[config.mk]
export PLATFORM = sky130hd
export DESIGN_NAME = key_debounce_short_long_press_flat
export DESIGN_NICKNAME = d
export VERILOG_FILES = /design/src/rtl/kdsl_pkg.sv /design/src/rtl/kdsl_if.sv /design/src/rtl/key_debounce_short_long_press.sv /design/src/flat_wrapper.sv
export SDC_FILE = /design/constraint.sdc
export NUM_CORES = 1
export LEC_CHECK = 0
export BUFFER_PORTS_ARGS = -buffer_cell sky130_fd_sc_hd__buf_2
export CORE_MARGIN = 4
export CORE_UTILIZATION = 55
export DETAILED_ROUTE_END_ITERATION = 8
export PLACE_DENSITY_LB_ADDON = 0.2
export REMOVE_ABC_BUFFERS = 1
export SKIP_LAST_GASP = 1
export SLEW_MARGIN = 15
export SYNTH_ARGS = -nofsm -noshare
export SYNTH_HDL_FRONTEND = slang
export SYNTH_SLANG_ARGS = --single-unit
[constraint.sdc]
create_clock -name clk -period 3.93 [get_ports clk]
set_input_delay 0.786 -clock clk [delete_from_list [all_inputs] [get_ports clk]]
set_output_delay 0.786 -clock clk [all_outputs]
set_load 0.01 [all_outputs]
[src/rtl/kdsl_pkg.sv]
// Shared types and constants for the six-key short/long press debouncer.
package kdsl_pkg;

    localparam int NUM_KEYS       = 6;
    localparam int KEY_IDX_W      = 3;
    localparam int CODE_W         = 5;
    localparam int HOLD_W         = 8;

    typedef logic [NUM_KEYS-1:0]  key_levels_t;
    typedef logic [KEY_IDX_W-1:0] key_idx_t;
    typedef logic [CODE_W-1:0]    key_code_t;
    typedef logic [HOLD_W-1:0]    hold_t;

    localparam hold_t     THRESHOLD_RESET = 8'd120;
    localparam key_code_t LONG_CODE_BASE  = 5'd10;
    localparam key_code_t CODE_NONE       = 5'd0;

    typedef enum logic [5:0] {
        ST_IDLE        = 6'b000001,
        ST_CONFIRM     = 6'b000010,
        ST_PRESSED     = 6'b000100,
        ST_TIMING      = 6'b001000,
        ST_WAIT_CHANGE = 6'b010000,
        ST_WAIT_STABLE = 6'b100000
    } phase_t;

endpackage

[src/rtl/kdsl_if.sv]
// Valid/ready stream interfaces for key level beats and key code beats.
interface kdsl_key_if;
    logic                 valid;
    logic                 ready;
    kdsl_pkg::key_levels_t key_levels;

    modport source (output valid, output key_levels, input ready);
    modport sink   (input valid, input key_levels, output ready);
endinterface

interface kdsl_code_if;
    logic               valid;
    logic               ready;
    kdsl_pkg::key_code_t key_code;

    modport source (output valid, output key_code, input ready);
    modport sink   (input valid, input key_code, output ready);
endinterface

[src/rtl/key_debounce_short_long_press.sv]
// Six-key debouncer: one key level beat per scan tick in, one key code beat out.
// Each accepted beat of raw active-low key levels yields exactly one key_code beat:
// 0 for no event, 1..6 for a short press, 11..16 for a long press of that key.
// The key index, phase machine and hold counter are updated in the accept cycle
// and the code lands in an output register, so a beat can be taken every clock;
// key_in.ready drops only while a code waits unread.
// The long press fires once the hold count in the timing phase exceeds the
// threshold written on cfg_wr_en/cfg_wr_data (reset 120; 255 disables long press).
module key_debounce_short_long_press
(
    input  logic                 clk,
    input  logic                 rst_n,
    input  logic                 cfg_wr_en,
    input  logic [7:0]           cfg_wr_data,
    kdsl_key_if.sink             key_in,
    kdsl_code_if.source          code_out
);
    import kdsl_pkg::*;

    phase_t    phase_reg, phase_next;
    key_idx_t  prev_key_reg;
    hold_t     hold_reg, hold_next;
    hold_t     threshold_reg;
    key_code_t code_reg, code_next;
    logic      out_valid_reg;

    key_idx_t  now_key;
    logic      same;
    logic      accept;
    key_code_t short_code;
    key_code_t long_code;

    assign key_in.ready     = !out_valid_reg || code_out.ready;
    assign accept           = key_in.valid && key_in.ready;
    assign code_out.valid   = out_valid_reg;
    assign code_out.key_code = code_reg;

    always_comb
    begin
        now_key = '0;
        for (int i = NUM_KEYS - 1; i >= 0; i--)
        begin
            if (!key_in.key_levels[i])
            begin
                now_key = KEY_IDX_W'(i + 1);
            end
        end
    end

    assign same       = (now_key == prev_key_reg);
    assign short_code = {2'b00, prev_key_reg};
    assign long_code  = (prev_key_reg == '0) ? CODE_NONE
                                             : LONG_CODE_BASE + {2'b00, prev_key_reg};

    always_comb
    begin
        phase_next = phase_reg;
        hold_next  = hold_reg;
        code_next  = CODE_NONE;
        unique case (phase_reg)
            ST_IDLE:
            begin
                if (!same)
                begin
                    phase_next = ST_CONFIRM;
                end
            end
            ST_CONFIRM:
            begin
                phase_next = same ? ST_PRESSED : ST_IDLE;
            end
            ST_PRESSED:
            begin
                if (same)
                begin
                    phase_next = ST_TIMING;
                end
                else
                begin
                    phase_next = ST_IDLE;
                    code_next  = short_code;
                end
            end
            ST_TIMING:
            begin
                if (same)
                begin
                    if (hold_reg > threshold_reg)
                    begin
                        hold_next  = '0;
                        phase_next = ST_WAIT_CHANGE;
                        code_next  = long_code;
                    end
                    else
                    begin
                        hold_next = hold_reg + 8'd1;
                    end
                end
                else
                begin
                    hold_next  = '0;
                    phase_next = ST_IDLE;
                    code_next  = short_code;
                end
            end
            ST_WAIT_CHANGE:
            begin
                if (!same)
                begin
                    phase_next = ST_WAIT_STABLE;
                end
            end
            ST_WAIT_STABLE:
            begin
                if (same)
                begin
                    phase_next = ST_IDLE;
                end
            end
            default:
            begin
                phase_next = ST_IDLE;
            end
        endcase
    end

    always_ff @(posedge clk or negedge rst_n)
    begin
        if (!rst_n)
        begin
            phase_reg     <= ST_IDLE;
            prev_key_reg  <= '0;
            hold_reg      <= '0;
            threshold_reg <= THRESHOLD_RESET;
            out_valid_reg <= 1'b0;
        end
        else
        begin
            if (cfg_wr_en)
            begin
                threshold_reg <= cfg_wr_data;
            end
            if (accept)
            begin
                phase_reg    <= phase_next;
                prev_key_reg <= now_key;
                hold_reg     <= hold_next;
            end
            if (accept)
            begin
                out_valid_reg <= 1'b1;
            end
            else if (code_out.ready)
            begin
                out_valid_reg <= 1'b0;
            end
        end
    end

    always_ff @(posedge clk)
    begin
        if (accept)
        begin
            code_reg <= code_next;
        end
    end

endmodule

[src/flat_wrapper.sv]
// flat-port wrapper written by rule: the top's interface ports become plain ports
module key_debounce_short_long_press_flat import kdsl_pkg::*;
  (clk, rst_n, cfg_wr_en, cfg_wr_data, key_in_valid, key_in_key_levels, key_in_ready, code_out_valid, code_out_key_code, code_out_ready);
  kdsl_key_if key_in_i ();
  kdsl_code_if code_out_i ();
  input  logic clk;
  input  logic rst_n;
  input  logic cfg_wr_en;
  input  logic [7:0] cfg_wr_data;
  input wire logic [$bits(key_in_i.valid)-1:0] key_in_valid;
  input wire logic [$bits(key_in_i.key_levels)-1:0] key_in_key_levels;
  output wire logic [$bits(key_in_i.ready)-1:0] key_in_ready;
  output wire logic [$bits(code_out_i.valid)-1:0] code_out_valid;
  output wire logic [$bits(code_out_i.key_code)-1:0] code_out_key_code;
  input wire logic [$bits(code_out_i.ready)-1:0] code_out_ready;
  assign key_in_i.valid = key_in_valid;
  assign key_in_i.key_levels = key_in_key_levels;
  assign key_in_ready = key_in_i.ready;
  assign code_out_valid = code_out_i.valid;
  assign code_out_key_code = code_out_i.key_code;
  assign code_out_i.ready = code_out_ready;
  key_debounce_short_long_press u_core (.clk(clk), .rst_n(rst_n), .cfg_wr_en(cfg_wr_en), .cfg_wr_data(cfg_wr_data), .key_in(key_in_i), .code_out(code_out_i));
endmodule
==> results list <==
- Summed over all cells, the static leakage comes to 0.957 nW.
- Count of clock tree sinks: 31
* Mean post-synth cell area: 9.94 sq um
- In this run the worst path has a maximum fanout of 16.
* Max-slew violation total from the final report: 0
- The first detailed-routing pass took 4 iterations.
* CTS-repair resized insts: 0
- The total area inside the core boundary comes to 3340 sq um.
- Maximum number of pins on one net before global-route repair: 27
- Final total power: around 0.81 mW
* Number of DRC violations after detailed routing: 0
- Of the available clock period, the critical path in the final layout requires 62.3%.
- Type of the worst min-delay path: in -> async
- Delay of the slowest cell on the worst path: 0.40 ns
* Part of the total power dissipated in the clock network: 26.1%
* Top cell family by delay on the critical path: multiplexers
* Root buffer selected by CTS: sky130_fd_sc_hd__clkbuf_4
- Cell area after placement: a little over 2000 sq um
* Share of power burned in combinational logic: 24.7%
- Clock skew on the completed layout was measured at between 0.006 and 0.007 ns.
- Number of non-filler instances in the completed layout: between 200 and 300
* Leading post-synthesis cells by cell area: sky130_fd_sc_hd__dfrtp_1 (28%), sky130_fd_sc_hd__edfxtp_1 (7.9%), sky130_fd_sc_hd__dfstp_2 (6.9%)
- At the pin with the least slew margin, the transition time is approximately 0.60 ns.
- Cell internal power dissipation: approximately 0.55 mW
- Number of inserted filler cells in the final layout: about 300
- Compared with the post-synthesis result, the final layout area differs by 9.95%.
- Peak supply drop: ~0.00025 V
* Die X: about 67 um
* Library cell with the largest summed area after synthesis: sky130_fd_sc_hd__dfrtp_1
* Number of nets in the final layout: 243
- In this run, synthesis inferred 5 flip-flops with an integrated enable.
- Required time at the worst-slack endpoint: around 4.2 ns
* Number of CTS-inserted buffers: 5
- Global routing usage on met2: between 30% and 40%
* Max transition margin: about three fifths
- The layer flagged by global routing as most heavily used is met2.
* Count of standard-cell rows: 21
- Vias post-DR: roughly 1500
* CP Class: in -> reg
* Main synth FF type: sky130_fd_sc_hd__dfrtp_1
- WP data arrival: ~2.7 ns
- The multi-input combinational cells in the finished layout cover a total of approximately 980 sq um.
- The die covers 4450 sq um.
- Max-capacitance violation count: 0
- Cell with the largest stage delay on the worst path: sky130_fd_sc_hd__mux2i_4
- In the global route stage, met1 resource usage came out at about 23%.
- Unrepaired setup endpoints after global routing: false
* Global-route usage over all layers: around a fifth
- The die is about 67 um tall.
- Congestion Overflow GR: 0
- Number of placed cells counting well taps: 253
* Fmax achieved: 408 MHz
* Net switching component of the power: between 0.2 and 0.3 mW
- During synthesis, Yosys emitted a total of 0 warnings.
* Library cells used by synthesis: 54
* Count of input and output buffers: 25
- Share of async-settable or async-resettable flops after synthesis: between 80% and 90%
- Worst Path Buf+Inv: 1
* Setup TNS after final layout: 0 ns
- The cell count after synthesis came out at approximately 190.
* Via count of the first global-routing pass: ~1500
* Final-report setup violation count: 0
- Proportion of total power due to net switching: 32.0%
- The hold violation total from the final report came to 0.
- Area of all placed cells without fillers: about 2100 sq um
- The number of antenna violations at the first check in global routing was 0.
- IO Pins: 26
- The cell area that synthesis handed to floorplanning was between 1500 and 2000 sq um.
- Sequential cell area: ~810 sq um
- At the end of routability-driven placement, the weighted congestion stood at between 0.8 and 0.9.
- Iter 0 DRT Violations: between 50 and 60
- The signal on the critical path passes through buf_2 -> nor2b_1 -> o21ai_0 -> a21o_1 -> nand4_2 -> mux2i_4 -> mux2_2.
- Post-detailed-route wirelength per cell: approximately 15 um
- Global-route wire length before repair: about 6600 um
- Final hold slack: about 0.44 ns
- Share of layout cells above drive strength 1: ~25%
- Sum of routed wire length over all layers: between 3000 and 4000 um
- The flow ran to the end, and the final reports show no timing, DRC or antenna violations.
- Summed over all nets, the half-perimeter wirelength after detailed placement is roughly 2900 um.
* Register bit count reported by yosys: 31
- Maximum clock insertion buffer count: 2
- Clock edge transition at the registers on the reported setup and hold paths: about 0.090 ns
- Met3 track utilization from global routing: around 4.0%
- Final critical path time including I/O delays and setup: between 2 and 2.5 ns
- CP startpoint kind: input pin
* Antenna Violating Nets Remaining: 0
- Count of hold-fix buffers inserted at cts: 0
- Clock latency reported for the late side of the worst-skew pair: around 0.33 ns
- In the routed layout, each cell is associated on average with a via count of between 5 and 6.
* CTS tree: built
- Seq pwr share: 49.2%
- Starting density of the core: a little under three fifths
* Postcts setup bufs: 0
* Nature of the critical path endpoint: flip-flop
- Count of inserted antenna diode cells: 0
- Area share of the largest cell type after synthesis: roughly 28%
- For this run, the register share of the synthesized area comes to 42.5%.
* H-tree Lvls: 2
* Pwr dens: a little under 400 nW/um^2
[cell usage after synthesis, types with 2 or more instances]
master and instances:
sky130_fd_sc_hd__a21oi_1 7, sky130_fd_sc_hd__a22o_1 2, sky130_fd_sc_hd__a31oi_1 2, sky130_fd_sc_hd__a32o_1 2
sky130_fd_sc_hd__a32oi_1 2, sky130_fd_sc_hd__and3_1 3, sky130_fd_sc_hd__and3b_1 2, sky130_fd_sc_hd__buf_2 2
sky130_fd_sc_hd__buf_4 4, sky130_fd_sc_hd__dfrtp_1 21, sky130_fd_sc_hd__dfstp_2 5, sky130_fd_sc_hd__edfxtp_1 5
sky130_fd_sc_hd__ha_1 10, sky130_fd_sc_hd__inv_1 13, sky130_fd_sc_hd__mux2_2 6, sky130_fd_sc_hd__nand2_1 21
sky130_fd_sc_hd__nand2b_1 2, sky130_fd_sc_hd__nand3_1 6, sky130_fd_sc_hd__nand4_1 2, sky130_fd_sc_hd__nor2_1 14
sky130_fd_sc_hd__nor2b_1 5, sky130_fd_sc_hd__nor3_1 3, sky130_fd_sc_hd__nor4_1 2, sky130_fd_sc_hd__o21ai_0 12
sky130_fd_sc_hd__o31ai_1 3, sky130_fd_sc_hd__xnor2_1 2, sky130_fd_sc_hd__xor2_1 6
[final cells by class]
cell class                      instances  share of cell area, %
Sequential cell                        31                   38.7
Inverter                               13                   2.34
Multi-Input combinational cell        138                   46.9
Tap cell                               46                   2.76
Timing Repair Buffer                   25                   6.00
Clock buffer                            8                   3.30
[layer usage]
layer | wire length (um) | vias to the layer above
met1 | 1660 | 707
met5 | 0 | -
li1 | - | 731
met4 | 60 | 0
met3 | 192 | 7
met2 | 1910 | 42
[power by group through the flow]
stage          Combinational [mW]  Sequential (mW)  Clock [mW]
5_1_grt                     0.226            0.405       0.232
4_1_cts                     0.202            0.398       0.217
2_1_floorplan               0.146            0.397           0
3_3_place_gp                0.192            0.402           0
6_report                    0.200            0.399       0.211
3_5_place_dp                0.200            0.405           0
[layout by cell type (no fill, tap or decap), types with 6 or more instances in the layout]
master	n
sky130_fd_sc_hd__buf_2	25
sky130_fd_sc_hd__nand2_1	21
sky130_fd_sc_hd__nor2_1	14
sky130_fd_sc_hd__mux2_2	6
sky130_fd_sc_hd__nand3_1	6
sky130_fd_sc_hd__inv_1	13
sky130_fd_sc_hd__xor2_1	6
sky130_fd_sc_hd__ha_1	10
sky130_fd_sc_hd__o21ai_0	12
sky130_fd_sc_hd__dfrtp_1	21
sky130_fd_sc_hd__a21oi_1	7
[worst reg2reg max path, stage by stage, from the launching register on]
cell                       delay, ns
sky130_fd_sc_hd__dfstp_2        0.53
sky130_fd_sc_hd__inv_1          0.05
sky130_fd_sc_hd__ha_1           0.30
sky130_fd_sc_hd__a211oi_1       0.22
sky130_fd_sc_hd__nor2_1         0.12
sky130_fd_sc_hd__o32a_1         0.44
sky130_fd_sc_hd__or4b_1         0.54
sky130_fd_sc_hd__o21ai_0        0.09
[stage by stage]
step	util (%)	worst slack [ns]
after floorplan	-	1.55
final	62.5	1.48
after global routing	62.5	1.38
after global placement	60.5	1.28
after CTS	62.5	1.52
after detailed placement	60.5	1.16
[cells by family after synthesis]
group	after synthesis	share of synthesized area, %
buffers and inverters	22	5.87
XOR/XNOR	8	3.69
multiplexers	8	5.27
adder cells (fa/ha/maj)	10	6.59
AO/OA/AOI/OAI	40	14.8
AND/OR/NAND/NOR	72	21.3
flip-flops	31	42.5
[worst paths after layout]
path	from	to	slack, ns	cells past startpoint
worst min-delay path	rst_n	u_core.hold_reg[6]	0.44	1
max in group asynchronous	rst_n	u_core.code_out.valid	3.11	1
min in group clk	u_core.threshold_reg[4]	u_core.threshold_reg[4]	0.53	2
worst min register to register	u_core.threshold_reg[4]	u_core.threshold_reg[4]	0.53	2
worst max register to register	u_core.threshold_reg[5]	u_core.hold_reg[0]	1.56	7
worst max-delay path	key_in_key_levels[3]	u_core.phase_reg[3]	1.48	7
(Power assumes the default switching activity.)
